### src/design/rtpd_pkg.sv
// Shared types and constants of the RTP to Annex B depacketizer.
package rtpd_pkg;

    // NAL header fields
    localparam logic [7:0] NAL_TYPE_MASK = 8'h1F;
    localparam logic [7:0] NAL_FNRI_MASK = 8'hE0;

    // NAL unit types with special handling
    localparam logic [4:0] NAL_TYPE_PASS   = 5'd0;
    localparam logic [4:0] NAL_TYPE_STAP_A = 5'd24;
    localparam logic [4:0] NAL_TYPE_STAP_B = 5'd25;
    localparam logic [4:0] NAL_TYPE_MTAP_HI = 5'd27;
    localparam logic [4:0] NAL_TYPE_FU_A   = 5'd28;
    localparam logic [4:0] NAL_TYPE_FU_B   = 5'd29;

    // Byte positions within a packet (saturating)
    localparam logic [1:0] POS_FIRST = 2'd0;
    localparam logic [1:0] POS_FU_HDR = 2'd1;
    localparam logic [1:0] POS_BODY  = 2'd3;

    // Start code 00 00 01 and the beat index of the payload byte
    localparam logic [7:0] SC_ZERO     = 8'h00;
    localparam logic [7:0] SC_ONE      = 8'h01;
    localparam logic [1:0] IDX_SC_LAST = 2'd2;
    localparam logic [1:0] IDX_DATA    = 2'd3;

    // What one input byte turns into
    typedef struct packed {
        logic       sc;       // start code ahead of the data
        logic       byte_en;  // a data byte goes out
        logic [7:0] data;     // the data byte
        logic       endf;     // caused by the packet's last byte
    } plan_t;

endpackage

### src/design/rtpd_parse.sv
// Input register, per-packet state and decode of one payload byte into an emit plan.
module rtpd_parse
    import rtpd_pkg::*;
(
    input  logic       clk,
    input  logic       rst_n,
    input  logic       in_valid,
    output logic       in_ready,
    input  logic [7:0] in_byte,
    input  logic       in_last,
    output logic       plan_valid,
    input  logic       plan_ready,
    output plan_t      plan
);

    logic       s1_valid_reg, s1_valid_next;
    logic [7:0] s1_byte_reg;
    logic       s1_last_reg;
    logic [1:0] pos_reg, pos_next;
    logic [7:0] hdr_reg, hdr_next;
    logic [4:0] type_reg, type_next;
    logic       consume;
    logic       nonempty;
    logic [4:0] t0;
    logic       fu_now, fu_first, agg_first, mtap_now;

    // Decode of the registered byte against the packet state
    always_comb
    begin
        t0        = s1_byte_reg[4:0];
        fu_first  = (t0 == NAL_TYPE_FU_A) || (t0 == NAL_TYPE_FU_B);
        agg_first = (t0 >= NAL_TYPE_STAP_A) && (t0 <= NAL_TYPE_MTAP_HI);
        fu_now    = (type_reg == NAL_TYPE_FU_A) || (type_reg == NAL_TYPE_FU_B);
        mtap_now  = (type_reg >= NAL_TYPE_STAP_B) && (type_reg <= NAL_TYPE_MTAP_HI);
        plan.sc      = 1'b0;
        plan.byte_en = 1'b1;
        plan.data    = s1_byte_reg;
        plan.endf    = s1_last_reg;
        if (pos_reg == POS_FIRST)
        begin
            if (t0 == NAL_TYPE_PASS)
            begin
                plan.byte_en = 1'b1;
            end
            else if (agg_first)
            begin
                plan.sc      = 1'b1;
                plan.byte_en = 1'b0;
            end
            else if (fu_first)
            begin
                plan.byte_en = 1'b0;
            end
            else
            begin
                plan.sc = 1'b1;
            end
        end
        else if (fu_now)
        begin
            if (pos_reg == POS_FU_HDR)
            begin
                plan.sc      = s1_byte_reg[7];
                plan.byte_en = s1_byte_reg[7];
                plan.data    = (hdr_reg & NAL_FNRI_MASK) | (s1_byte_reg & NAL_TYPE_MASK);
            end
        end
        else if (mtap_now)
        begin
            plan.byte_en = (pos_reg == POS_BODY);
        end
        nonempty = plan.sc | plan.byte_en;
    end

    // Handshake: a byte with no output leaves without waiting on the emitter
    assign consume    = s1_valid_reg && (!nonempty || plan_ready);
    assign plan_valid = s1_valid_reg && nonempty;
    assign in_ready   = !s1_valid_reg || consume;

    // Next state of the packet tracker
    always_comb
    begin
        s1_valid_next = in_ready ? in_valid : s1_valid_reg;
        pos_next      = pos_reg;
        hdr_next      = hdr_reg;
        type_next     = type_reg;
        if (consume)
        begin
            if (pos_reg == POS_FIRST)
            begin
                hdr_next  = s1_byte_reg;
                type_next = t0;
            end
            if (s1_last_reg)
            begin
                pos_next = POS_FIRST;
            end
            else if (pos_reg != POS_BODY)
            begin
                pos_next = pos_reg + 2'd1;
            end
        end
    end

    always_ff @(posedge clk or negedge rst_n)
    begin
        if (!rst_n)
        begin
            s1_valid_reg <= 1'b0;
            pos_reg      <= POS_FIRST;
            hdr_reg      <= '0;
            type_reg     <= '0;
        end
        else
        begin
            s1_valid_reg <= s1_valid_next;
            pos_reg      <= pos_next;
            hdr_reg      <= hdr_next;
            type_reg     <= type_next;
        end
    end

    // Input data register
    always_ff @(posedge clk)
    begin
        if (in_ready && in_valid)
        begin
            s1_byte_reg <= in_byte;
            s1_last_reg <= in_last;
        end
    end

endmodule

### src/design/rtpd_emit.sv
// Result register that plays out a plan as start code beats, a data beat, or both.
module rtpd_emit
    import rtpd_pkg::*;
(
    input  logic       clk,
    input  logic       rst_n,
    input  logic       plan_valid,
    output logic       plan_ready,
    input  plan_t      plan,
    output logic       out_valid,
    input  logic       out_ready,
    output logic [7:0] out_data,
    output logic       out_sc,
    output logic       out_endf,
    output logic       out_last
);

    logic       valid_reg, valid_next;
    logic [1:0] idx_reg, idx_next;
    plan_t      plan_reg;
    logic       load;
    logic       beat_done;

    // Index 0..2 walk the start code, index 3 is the data byte
    assign out_valid = valid_reg;
    assign out_sc    = (idx_reg != IDX_DATA);
    assign out_endf  = plan_reg.endf;
    assign out_last  = (idx_reg == IDX_DATA) || ((idx_reg == IDX_SC_LAST) && !plan_reg.byte_en);
    assign out_data  = (idx_reg == IDX_DATA) ? plan_reg.data :
                       ((idx_reg == IDX_SC_LAST) ? SC_ONE : SC_ZERO);

    assign beat_done  = valid_reg && out_ready;
    assign plan_ready = !valid_reg || (beat_done && out_last);
    assign load       = plan_valid && plan_ready;

    always_comb
    begin
        valid_next = valid_reg;
        idx_next   = idx_reg;
        if (load)
        begin
            valid_next = 1'b1;
            idx_next   = plan.sc ? '0 : IDX_DATA;
        end
        else if (beat_done)
        begin
            if (out_last)
            begin
                valid_next = 1'b0;
            end
            else
            begin
                idx_next = idx_reg + 2'd1;
            end
        end
    end

    always_ff @(posedge clk or negedge rst_n)
    begin
        if (!rst_n)
        begin
            valid_reg <= 1'b0;
            idx_reg   <= IDX_DATA;
        end
        else
        begin
            valid_reg <= valid_next;
            idx_reg   <= idx_next;
        end
    end

    always_ff @(posedge clk)
    begin
        if (load)
        begin
            plan_reg <= plan;
        end
    end

endmodule

### src/design/h264_rtp_to_annexb_depacketizer.sv
// Top level of the H.264 RTP payload to Annex B byte stream depacketizer.
//
// Slave stream: one RTP payload byte per beat in s_axis_tdata, s_axis_tlast on
// the packet's last byte. Master stream: one Annex B byte per beat; tuser bit 0
// marks bytes of an inserted 00 00 01 start code, tuser bit 1 marks beats caused
// by a packet's last byte, tlast marks the last beat caused by one input byte.
// The NAL type from each packet's first byte decides which leading bytes are
// dropped and where a start code goes; FU headers are rebuilt on the start bit.
// A byte is held in the input register, then its first output beat is shown
// from the result register. Throughput: one input byte per cycle when it makes
// one output beat and m_axis_tready is high; for a byte with a start code, the
// single result register plays out 00 00 01 and then any data byte in order,
// and the next byte waits in the input register until those beats are done.
// Bytes that make no output leave without waiting on the result register.
// Reset clears both stages and the packet tracker; the next byte starts a
// packet. When the receiver stalls, the result register holds its beat, the
// input register fills, and s_axis_tready falls until beats drain.
module h264_rtp_to_annexb_depacketizer
    import rtpd_pkg::*;
(
    input  logic       clk,
    input  logic       rst_n,
    input  logic       s_axis_tvalid,
    output logic       s_axis_tready,
    input  logic [7:0] s_axis_tdata,   // [7:0] payload_byte
    input  logic       s_axis_tlast,   // packet_last
    output logic       m_axis_tvalid,
    input  logic       m_axis_tready,
    output logic [7:0] m_axis_tdata,   // [7:0] out_byte
    output logic [1:0] m_axis_tuser,   // [0] is_start_code, [1] from_packet_end
    output logic       m_axis_tlast    // run_last
);

    plan_t plan;
    logic  plan_valid;
    logic  plan_ready;

    rtpd_parse u_parse (
        .clk        (clk),
        .rst_n      (rst_n),
        .in_valid   (s_axis_tvalid),
        .in_ready   (s_axis_tready),
        .in_byte    (s_axis_tdata),
        .in_last    (s_axis_tlast),
        .plan_valid (plan_valid),
        .plan_ready (plan_ready),
        .plan       (plan)
    );

    rtpd_emit u_emit (
        .clk        (clk),
        .rst_n      (rst_n),
        .plan_valid (plan_valid),
        .plan_ready (plan_ready),
        .plan       (plan),
        .out_valid  (m_axis_tvalid),
        .out_ready  (m_axis_tready),
        .out_data   (m_axis_tdata),
        .out_sc     (m_axis_tuser[0]),
        .out_endf   (m_axis_tuser[1]),
        .out_last   (m_axis_tlast)
    );

    // A start code beat ends its run only as the 01 of a start code with no data byte
    assert property (@(posedge clk) disable iff (!rst_n)
        (m_axis_tvalid && m_axis_tuser[0] && m_axis_tlast) |-> (m_axis_tdata == SC_ONE))
        else $error("start code run ends on a 00 byte");

    // Start code beats carry only 00 or 01
    assert property (@(posedge clk) disable iff (!rst_n)
        (m_axis_tvalid && m_axis_tuser[0]) |->
        (m_axis_tdata == SC_ZERO || m_axis_tdata == SC_ONE))
        else $error("bad start code byte");

    // Beats of one run follow without a gap
    assert property (@(posedge clk) disable iff (!rst_n)
        (m_axis_tvalid && m_axis_tready && !m_axis_tlast) |=> m_axis_tvalid)
        else $error("gap inside a run");

    // The packet end flag is the same on every beat of a run
    assert property (@(posedge clk) disable iff (!rst_n)
        (m_axis_tvalid && m_axis_tready && !m_axis_tlast) |=>
        (m_axis_tuser[1] == $past(m_axis_tuser[1])))
        else $error("packet end flag changed inside a run");

    // The input stage never takes a byte while the result register stalls full
    assert property (@(posedge clk) disable iff (!rst_n)
        (plan_valid && !plan_ready) |-> !s_axis_tready)
        else $error("input accepted over a stalled plan");

endmodule
### config.mk
export PLATFORM = sky130hd
export DESIGN_NAME = h264_rtp_to_annexb_depacketizer
export DESIGN_NICKNAME = d
export VERILOG_FILES = /design/src/design/rtpd_pkg.sv /design/src/design/rtpd_parse.sv /design/src/design/rtpd_emit.sv /design/src/design/h264_rtp_to_annexb_depacketizer.sv
export SDC_FILE = /design/constraint.sdc
export NUM_CORES = 1
export LEC_CHECK = 0
export BUFFER_PORTS_ARGS = -buffer_cell sky130_fd_sc_hd__buf_2
export CORE_MARGIN = 10
export CORE_UTILIZATION = 35
export DETAILED_ROUTE_END_ITERATION = 16
export GPL_TIMING_DRIVEN = 0
export PLACE_DENSITY = 0.53
export SETUP_SLACK_MARGIN = 0.1
export SLEW_MARGIN = 20
export SYNTH_ARGS = -nofsm -noshare
export SYNTH_HDL_FRONTEND = slang
export SYNTH_HIERARCHICAL = 1
export SYNTH_SLANG_ARGS = --single-unit
### constraint.sdc
create_clock -name clk -period 2.5 [get_ports clk]
set_input_delay 0.125 -clock clk [delete_from_list [all_inputs] [get_ports clk]]
set_output_delay 0.125 -clock clk [all_outputs]
set_load 0.005 [all_outputs]
==> results.py, run 1 <==
metrics = {
    "status": {
        "status": "finished, final reports clean",
    },
    "synth": {
        "syn_inst": 128,
        "netlist_area_sq_um": 1580,
        "synthArstFlopShare_pct": 42.4,
        "yosysSeqAreaShare_pct": 58.3,
        "synth_nets": 146,
        "ys_warn_count": 6,
        "syn_avg_cell_area_sq_um": 12.4,
        "synth-seq-cells": 33,
        "yosysUniqueCellTypes": 37,
        "synth_flop_cell": "edfxtp_1",
        "synth-edff-count": 19,
    },
    "floorplan": {
        "start_util_pct": 36.4,
        "core_region_area_sq_um": 4350,
        "rows": 24,
        "fp.dieH_um": 87.2,
        "die_w_um": 87.2,
        "ios": 26,
        "die-area_sq_um": 7610,
    },
    "run": {
        "cap_violations": 0,
    },
    "placement": {
        "placed_cells_incl_taps": 205,
        "hpwl_um": 2270,
        "io_buffers": 25,
        "globalplace.congestion": 0.844,
    },
    "clocking": {
        "cts_max_path_buffers": 2,
        "cts_root_buffer": "clkbuf_8",
        "htreeDepth": 2,
        "clkSinkCount": 33,
        "path_clk_slew_ns": 0.06,
        "clk_latency_ns": 0.28,
        "cts_buffers": 5,
        "cts_tree": "done",
    },
    "global_routing": {
        "grt_pass1_vias": 1088,
        "grt_use_total_pct": 8.53,
        "grt_overflow": 0,
        "grt_max_degree": 15,
        "antenna_found_initial": 0,
        "grt_pass1_wl_um": 5150,
    },
    "power_and_ir_drop": {
        "p_total_w": 0.00267,
        "power_density_nw_per_um2": 1270,
        "ir_drop_mv": 0.598,
        "cellLeakagePower_nw": 0.895,
    },
    "detailed_routing": {
        "antenna_violating_nets_post_route": 0,
        "drcViolationCount": 0,
        "wl_per_cell_um": 13.4,
        "drt-pass1-iter-count": 4,
        "drt-vias-per-instance": 4.80,
        "dr.first_iter.drc_count": 49,
        "routed_wl_um": 3050,
        "vias": 1089,
    },
    "timing": {
        "grt_setup_unrepaired": "no",
        "finalCriticalPeriod_ns": 2.31,
        "finClkSkew_ns": 0.00685,
        "fin_setup_tns_ns": 0,
        "fmax_ghz": 0.434,
        "report.final.slew_viol_count": 0,
        "max_slew_margin_pct": 79.8,
        "fin_crit_sh_pct": 92.3,
        "worstMarginPinSlew_ns": 0.301,
        "fin_hold_ws_ns": 0.0194,
        "hold_violations": 0,
        "finalSetupViolations": 0,
    },
    "critical_path": {
        "start_kind": "flop",
        "arrival_ns": 2.47,
        "worst-setup-path-type": "flop to flop",
        "cp_max_fo": 8,
        "startpoint": "u_parse/s1_byte_reg[1]",
        "end_kind": "flop",
        "regToRegStartpoint": "u_parse/s1_byte_reg[1]",
        "cp.required_ns": 2.66,
    },
    "finish": {
        "fin_cells": 227,
        "fillers": 388,
        "drive_above_1_share_pct": 42.9,
        "largest_reg_flops": 9,
        "multiInputGateArea_sq_um": 662,
        "seq_area_sq_um": 923,
        "antenna_cells": 0,
        "finish.net_count": 192,
        "synthToLayoutAreaGrowth_pct": 32.3,
    },
    "worst_hold_path": {
        "hp-class": "input pin to flop",
        "hp-start": "s_axis_tdata[4]",
    },
}
[per-layer routing]
metal	share of wire (%)	global-route usage (%)
met3	6.8	3.75
met4	1.1	3.62
met2	50	13.7
met1	42	9.58
met5	0	0
[path summary, 6_finish.rpt]
check	endpoint	slack (ns)	depth (start not counted)
worst max-delay path	u_parse/hdr_reg[0]	0.19	8
worst min-delay path	u_parse/s1_byte_reg[4]	0.02	1
worst max register to register	u_parse/hdr_reg[0]	0.19	8
worst min register to register	u_parse/hdr_reg[6]	0.49	1
max in group asynchronous	u_emit/idx_reg[1]	1.96	2
min in group asynchronous	u_emit/out_valid	0.26	2
[area by class of cell]
type | count | share of cell area (%)
Sequential cell | 33 | 44.1
Clock inverter | 3 | 1.97
Inverter | 9 | 1.61
Clock buffer | 5 | 3.29
Timing Repair Buffer | 38 | 11.9
Buffer | 7 | 2.39
Multi-Input combinational cell | 80 | 31.6
Tap cell | 52 | 3.11
[Yosys cell counts (2+ instances only)]
cell type | instances | share of area (%)
nor2_1 | 4 | 0.95
and2_1 | 9 | 3.6
o211ai_1 | 3 | 1.4
o21ai_0 | 4 | 1.3
mux2_1 | 4 | 2.8
ha_1 | 5 | 4.0
o22ai_1 | 2 | 0.79
mux2i_1 | 2 | 1.3
mux2_2 | 5 | 3.6
nand2_1 | 13 | 3.1
edfxtp_1 | 19 | 36
nand3_1 | 2 | 0.63
dfrtp_1 | 12 | 19
nor4_1 | 2 | 0.79
nor3_1 | 2 | 0.63
buf_4 | 6 | 2.8
nand2b_1 | 3 | 1.2
a21oi_1 | 3 | 0.95
inv_1 | 9 | 2.1
dfstp_2 | 2 | 3.3
[logic make-up (layout without fill, tap and decap cells)]
kind of cell	after synthesis	count (layout)	share of synthesized area, %
AOI/OAI and AO/OA	19	19	9.01
adders and majority gates	5	5	3.95
buffers and inverters	16	62	5.30
DFF	33	33	58.3
muxes	11	11	7.67
and+or+nand+nor	44	45	15.7
[layout by cell type, fill, tap and decap left out, types with 2 or more instances in the layout]
cell type	synthesis	final
mux2_4	0	2
o22ai_1	2	2
ha_1	5	4
buf_12	0	2
nand2b_1	3	3
buf_4	6	16
o211ai_1	3	3
and2_1	9	8
clkbuf_8	0	5
a21oi_1	3	2
o21ai_0	4	3
edfxtp_1	19	19
inv_1	9	9
mux2i_1	2	2
o21ai_4	1	2
mux2_1	4	3
dfstp_2	2	2
mux2_2	5	4
nor2_1	4	3
nand2_1	13	13
buf_2	1	26
nand3_1	2	2
o21ai_2	1	2
dfrtp_1	12	12
[stage by stage]
stage	util (%)	setup WS, ns	cell area (sq um)
6_report	48.1	0.193	2090
5_1_grt	48.1	0.0820	2090
4_1_cts	45.9	0.0910	2000
3_5_place_dp	41.2	-0.297	1790
3_3_place_gp	41.2	-0.261	1790
2_1_floorplan	-	0.114	1600
[power by group]
part | internal, W | switching (W) | total (W)
clock network | 0.000293 | 0.000183 | 0.000476
logic | 0.000645 | 0.000576 | 0.00122
registers | 0.000841 | 0.000132 | 0.000972
total | 0.00178 | 0.000891 | 0.00267
[worst max-delay path: stages (launching register included)]
cell and delay (ns):
edfxtp_1 0.42, or4_1 0.54, o211ai_1 0.19, buf_4 0.16, buf_4 0.11, nand3_1 0.11, o21ai_4 0.19, buf_12 0.14
mux2_2 0.33
[timing repair]
action / 4_1_cts / 5_1_grt
setup endpoints to repair: 22 / 30
buffers inserted: 6 / 6
hold buffers: 1 / 0
resized for setup: 6 / 8
endpoints found under the hold margin: 12 / 0
pin swaps: 4 / 5
cloned: 0 / 1
Power figures use the tool's default switching activity.
==> run 2: changes to the inputs <==
--- a/config.mk
+++ b/config.mk
@@ -5,12 +5,13 @@
 export SDC_FILE = /design/constraint.sdc
 export NUM_CORES = 1
 export LEC_CHECK = 0
+export ABC_AREA = 1
 export BUFFER_PORTS_ARGS = -buffer_cell sky130_fd_sc_hd__buf_2
 export CORE_MARGIN = 10
 export CORE_UTILIZATION = 35
 export DETAILED_ROUTE_END_ITERATION = 16
 export GPL_TIMING_DRIVEN = 0
-export PLACE_DENSITY = 0.53
+export PLACE_DENSITY = 0.52
 export SETUP_SLACK_MARGIN = 0.1
 export SLEW_MARGIN = 20
 export SYNTH_ARGS = -nofsm -noshare
==> run 2 against run 1 <==
  * Cell count grew 28%
  * First-iteration DRC count shrank 12%
  * Combinational power shrank 13%
  * Clock skew shrank 0.0037 ns
  * Sequential power shrank 1%
  * Wire length grew 6.0%
  * Global-route usage shrank 0.28 points
  * Register-to-register slack gained 0.10 ns
  * Synthesized area grew 8.7%
  * Maximum frequency grew 4.7%
  * Clock power grew 9.7%
  * Largest power group unchanged
==> results.py, run 2 <==
metrics = {
    "status": {
        "status": "finished, final reports clean",
    },
    "global_routing": {
        "global_route.usage.met3_pct": 3.74,
        "grt_use_met1_pct": 9.99,
        "grt_pass1_vias": 1122,
        "grt_pass1_wl_um": 5400,
        "grt_max_degree": 15,
        "antenna_found_initial": 0,
        "grt_use_total_pct": 8.25,
        "grt_overflow": 0,
        "grtUsageMet2_pct": 12.1,
        "grt.busiest_layer": "met2",
    },
    "floorplan": {
        "core_region_area_sq_um": 4750,
        "die_w_um": 90.1,
        "ios": 26,
        "start_util_pct": 36.2,
        "fp.dieH_um": 90.1,
        "die-area_sq_um": 8120,
        "rows": 25,
    },
    "critical_path": {
        "r2r-end": "u_parse/s1_byte_reg[6]",
        "end_kind": "flop",
        "crit_path_end": "u_parse/s1_byte_reg[6]",
        "ff2ff_path_depth": 10,
        "worst-setup-path-type": "flop to flop",
        "cp_max_fo": 9,
        "r2r_slack_ns": 0.30,
        "cp.required_ns": 2.50,
        "start_kind": "flop",
        "arrival_ns": 2.20,
        "regToRegStartpoint": "u_parse/pos_reg[0]",
        "startpoint": "u_parse/pos_reg[0]",
    },
    "detailed_routing": {
        "drcViolationCount": 0,
        "dr.first_iter.drc_count": 43,
        "drt-vias-per-instance": 4.16,
        "routed_wl_um": 3230,
        "vias": 1212,
        "antenna_violating_nets_post_route": 0,
        "wl_per_cell_um": 11.1,
        "drt-pass1-iter-count": 4,
    },
    "synth": {
        "syn_inst": 184,
        "synth_top_cell_by_area": "edfxtp_1",
        "yosysSeqAreaShare_pct": 53.7,
        "synth-seq-cells": 33,
        "ys_warn_count": 6,
        "synthTopCellsByCount": "57 x nand2_1, 29 x inv_1, 19 x edfxtp_1",
        "synth_flop_cell": "edfxtp_1",
        "yosysMostFrequentCell": "nand2_1",
        "yosysUniqueCellTypes": 26,
        "synth-edff-count": 19,
        "syn_avg_cell_area_sq_um": 9.35,
        "netlist_area_sq_um": 1720,
        "netlist.area_leader.share_pct": 33.2,
        "synthArstFlopShare_pct": 42.4,
        "ys_top_cells_by_area": "edfxtp_1 33%, dfrtp_1 17%, nand2_1 12%",
        "synth_nets": 202,
    },
    "placement": {
        "globalplace.congestion": 0.794,
        "hpwl_um": 2350,
        "placed_cells_incl_taps": 276,
        "io_buffers": 25,
        "post-place-ws_ns": 0.180,
    },
    "clocking": {
        "cts_root_buffer": "clkbuf_8",
        "clk_latency_ns": 0.28,
        "path_clk_slew_ns": 0.07,
        "cts_buffers": 5,
        "htreeDepth": 2,
        "clkSinkCount": 33,
        "cts_max_path_buffers": 2,
        "cts_tree": "done",
    },
    "timing": {
        "report.final.slew_viol_count": 0,
        "hold_violations": 0,
        "finalSetupViolations": 0,
        "fin_setup_tns_ns": 0,
        "worstMarginPinSlew_ns": 0.378,
        "grt_setup_unrepaired": "no",
        "finClkSkew_ns": 0.00311,
        "max_slew_margin_pct": 74.8,
        "fmax_ghz": 0.454,
        "finalCriticalPeriod_ns": 2.20,
        "fin_crit_sh_pct": 88.1,
        "fin_ws_ns": 0.297,
    },
    "worst_hold_path": {
        "hp-class": "input pin to flop",
    },
    "finish": {
        "synthToLayoutAreaGrowth_pct": 23.4,
        "finish.utilization_pct": 44.7,
        "layout_common_cells": "57 x nand2_1, 28 x inv_1, 25 x buf_2",
        "final_common_cell": "nand2_1",
        "largest_reg_flops": 9,
        "drive_above_1_share_pct": 29.5,
        "antenna_cells": 0,
        "finish.net_count": 241,
        "fin_cells": 291,
    },
    "run": {
        "cap_violations": 0,
    },
    "power_and_ir_drop": {
        "cellLeakagePower_nw": 1.08,
        "ir_drop_mv": 0.381,
        "power_density_nw_per_um2": 1190,
    },
}
## run 2: changes by cell type after synthesis, sizes merged, moves of 3 or more
cell    delta
mux2       -9
nand3      +4
inv       +24
nand2     +52
nand2b     -3
o211ai     -3
and2       -9
nor2      +10
nand4     +11
buf        +3
o21ai      -6
## run 2: metal layers
| metal | up-vias | part of all wire [%] | wire length, um |
|---|---|---|---|
| met5 | - | 0 | 0 |
| met4 | 0 | 1.0 | 33 |
| met3 | 4 | 6.3 | 204 |
| met2 | 23 | 45 | 1450 |
| met1 | 539 | 48 | 1540 |
| li1 | 646 | - | - |
## run 2: area by class of cell
type                            count  area [sq um]
Fill cell                         487          2630
Tap cell                           67          83.8
Timing Repair Buffer               32           195
Clock buffer                        6          82.6
Buffer                             10          90.1
Inverter                           33           135
Clock inverter                      2          37.5
Multi-Input combinational cell    108           576
Sequential cell                    33           923
## run 2: logic make-up after synthesis
group | Yosys count | synth area share [%]
AOI/OAI and AO/OA | 4 | 1.74
DFF | 33 | 53.7
and+or+nand+nor | 99 | 28.1
buffers and inverters | 43 | 12.9
adders and majority gates | 5 | 3.64
## run 2: per-stage QoR
stage	area [sq um]	hold slack [ns]	power, W
after floorplan	1720	-0.171	0.00173
after global placement	1930	0.0513	0.00203
after detailed placement	1930	0.0496	0.00203
after CTS	2070	0.000550	0.00256
after global routing	2120	0.00163	0.00275
final	2120	0.0125	0.00253
## run 2: worst min-delay path by stage
| stage | from | to | slack, ns | cells after the start |
|---|---|---|---|---|
| 6_report | s_axis_tdata[7] | u_parse/s1_byte_reg[7] | 0.01 | 1 |
| 5_1_grt | s_axis_tdata[5] | u_parse/s1_byte_reg[5] | 0.002 | 1 |
| 4_1_cts | s_axis_tdata[3] | u_parse/s1_byte_reg[3] | 0.0005 | 1 |
| 3_5_place_dp | rst_n | u_parse/pos_reg[1] | 0.05 | 1 |
| 3_3_place_gp | rst_n | u_parse/pos_reg[1] | 0.05 | 1 |
| 2_1_floorplan | rst_n | u_emit/out_valid | -0.17 | 0 |
## run 2: report_power, final
group	internal, W	switching, W
logic	0.000421	0.000634
clock network	0.000324	0.000198
registers	0.000833	0.000125
total	0.00158	0.000956
## run 2: repair_timing
| action | in CTS | in global routing |
|---|---|---|
| resized for setup | 0 | 1 |
| endpoints found under the setup margin | 0 | 10 |
| buffers inserted | 0 | 0 |
| hold buffers | 2 | 5 |
| endpoints found under the hold margin | 13 | 5 |
## run 2: worst max-delay path, cell delays in order, from the launching register on
cell	delay [ns]
dfrtp_1	0.41
inv_1	0.06
ha_1	0.25
nor2_1	0.19
nand3_2	0.16
nor2_2	0.12
nor2_2	0.07
a21boi_2	0.23
nand2_1	0.13
nand2_1	0.10
inv_1	0.18
==> run 3: changes to the inputs <==
--- a/config.mk
+++ b/config.mk
@@ -7,11 +7,13 @@
 export LEC_CHECK = 0
 export ABC_AREA = 1
 export BUFFER_PORTS_ARGS = -buffer_cell sky130_fd_sc_hd__buf_2
+export CELL_PAD_IN_SITES_DETAIL_PLACEMENT = 1
+export CELL_PAD_IN_SITES_GLOBAL_PLACEMENT = 2
 export CORE_MARGIN = 10
-export CORE_UTILIZATION = 35
+export CORE_UTILIZATION = 31
 export DETAILED_ROUTE_END_ITERATION = 16
 export GPL_TIMING_DRIVEN = 0
-export PLACE_DENSITY = 0.52
+export PLACE_DENSITY = 0.86
 export SETUP_SLACK_MARGIN = 0.1
 export SLEW_MARGIN = 20
 export SYNTH_ARGS = -nofsm -noshare
==> run 3 against run 2 <==
  * Flip-flop and latch count is the same
  * Clock power grew 1%
  * Design area grew 0.53%
  * Power grew 2.4%
  * Critical path depth is the same
  * Sequential share of layout area shrank 0.17 points
  * Utilization shrank 5.4 points
==> results.py, run 3 (same netlist as run 2, synthesis figures left out) <==
metrics = {
    "status": {
        "status": "finished, final reports clean",
    },
    "detailed_routing": {
        "antenna_violating_nets_post_route": 0,
        "drt-vias-per-instance": 4.26,
        "dr.first_iter.drc_count": 67,
        "wl_per_cell_um": 12.3,
        "routed_wl_um": 3640,
        "drt-pass1-iter-count": 4,
        "drcViolationCount": 0,
        "vias": 1257,
    },
    "placement": {
        "hpwl_um": 2760,
        "io_buffers": 25,
        "dpl-instance-area_sq_um": 1940,
        "globalplace.congestion": 0.722,
    },
    "clocking": {
        "cts_tree": "done",
        "clk_latency_ns": 0.29,
        "htreeDepth": 2,
        "cts_root_buffer": "clkbuf_8",
        "cts_max_path_buffers": 2,
        "cts_buffers": 5,
        "clkSinkCount": 33,
        "cts_setup_buffers": 0,
        "path_clk_slew_ns": 0.07,
    },
    "finish": {
        "layout_common_cells": "56 x nand2_1, 27 x inv_1, 25 x buf_2",
        "largest_reg_flops": 9,
        "drive_above_1_share_pct": 31.8,
        "final_common_cell": "nand2_1",
        "synthToLayoutAreaGrowth_pct": 24.1,
        "fillers": 653,
        "finish.net_count": 240,
        "final_area_sq_um": 2130,
        "antenna_cells": 0,
    },
    "floorplan": {
        "core_region_area_sq_um": 5440,
        "fp.dieH_um": 94.5,
        "die_w_um": 94.5,
        "start_util_pct": 31.6,
        "ios": 26,
        "die-area_sq_um": 8930,
        "rows": 27,
    },
    "power_and_ir_drop": {
        "power_frac_comb_pct": 42.4,
        "p_seq_share_pct": 37.2,
        "p_int_w": 0.00159,
        "ir_drop_mv": 0.449,
        "p_clk_share_pct": 20.4,
        "swShare_pct": 38.6,
        "power_density_nw_per_um2": 1220,
        "cellLeakagePower_nw": 1.07,
        "power.switching_w": 0.00100,
    },
    "timing": {
        "worstMarginPinSlew_ns": 0.357,
        "grt_setup_unrepaired": "no",
        "hold_violations": 0,
        "fin_setup_tns_ns": 0,
        "fin_hold_ws_ns": 0.0106,
        "report.final.slew_viol_count": 0,
        "finalSetupViolations": 0,
        "finClkSkew_ns": 0.00781,
        "finalCriticalPeriod_ns": 2.18,
        "max_slew_margin_pct": 76.2,
        "fmax_ghz": 0.459,
        "fin_crit_sh_pct": 87.2,
    },
    "worst_hold_path": {
        "holdPathStages": 1,
        "hp-class": "input pin to flop",
    },
    "global_routing": {
        "antenna_found_initial": 0,
        "grt_max_degree": 15,
        "grt_pass1_wl_um": 6270,
        "grt_pass1_vias": 1321,
        "grt_use_total_pct": 8.81,
        "grt_overflow": 0,
    },
    "run": {
        "cap_violations": 0,
    },
    "critical_path": {
        "worst-setup-path-type": "flop to flop",
        "end_kind": "flop",
        "arrival_ns": 2.20,
        "ff2ff_path_depth": 10,
        "cp.required_ns": 2.52,
        "start_kind": "flop",
        "cp_max_fo": 10,
    },
}
run 3: cell count changes in the layout (fill, tap and decap cells not counted), sizes merged:
cell	previous run	this run
clkinvlp	2	4
dlygate4sd3	7	5
inv	32	31
run 3: per-layer routing:
metal | vias to the layer above | track usage (%) | routed length, um
met5 | - | 0 | 0
met1 | 575 | 10.4 | 1590
met2 | 28 | 14.3 | 1760
met3 | 7 | 3.25 | 235
met4 | 0 | 3.37 | 53
li1 | 647 | - | -
run 3: stage by stage:
| step | instances | total power [W] | utilization (%) | setup WS [ns] |
|---|---|---|---|---|
| global route | 295 | 0.00283 | 39.2 | 0.0990 |
| global placement | 281 | 0.00201 | 35.6 | 0.229 |
| finish | 295 | 0.00259 | 39.2 | 0.320 |
| detailed placement | 281 | 0.00205 | 35.6 | 0.181 |
| floorplan | 184 | 0.00173 | - | 0.513 |
| CTS | 293 | 0.00260 | 38.5 | 0.168 |
run 3: final timing paths:
path / from / slack, ns / end
max: u_parse/pos_reg[0] / 0.32 / u_parse/s1_last_reg
min: s_axis_tdata[7] / 0.01 / u_parse/s1_byte_reg[7]
max reg2reg: u_parse/pos_reg[0] / 0.32 / u_parse/s1_last_reg
min reg2reg: u_parse/hdr_reg[7] / 0.48 / u_parse/hdr_reg[7]
max in group asynchronous: rst_n / 1.92 / u_emit/idx_reg[1]
min in group asynchronous: rst_n / 0.26 / u_parse/hdr_reg[0]
run 3: critical path, stage by stage, from the launching register on:
cell,delay [ns]
dfrtp_2,0.44
inv_1,0.06
ha_1,0.25
buf_6,0.18
nand2_1,0.07
nor2_1,0.14
nor2_2,0.09
a21boi_4,0.19
nand2_1,0.14
nand2_2,0.16
clkinvlp_4,0.19
run 3: power by group through the flow:
stage          clock (W)  combinational (W)  sequential [W]
6_report        0.000529            0.00110        0.000966
5_1_grt         0.000570            0.00127        0.000998
4_1_cts         0.000541            0.00109        0.000969
3_5_place_dp           0            0.00107        0.000978
3_3_place_gp           0            0.00104        0.000971
2_1_floorplan          0           0.000794        0.000939
run 3: final cells by class:
type,count,area [sq um],share of cell area (%)
well taps,72,90.1,4.22
repair inverters,1,7.51,0.352
repair buffers,30,175,8.21
plain buffers,10,90.1,4.22
flip-flops and latches,33,925,43.3
inverters,33,139,6.51
clock inverters,2,37.5,1.76
multi-input cells,108,588,27.5
clock buffers,6,82.6,3.87
run 3: repair_timing:
item / in CTS / in global routing
gates resized for setup: 0 / 7
hold endpoints to repair: 15 / 1
hold buffers: 4 / 1
endpoints found under the setup margin: 0 / 20
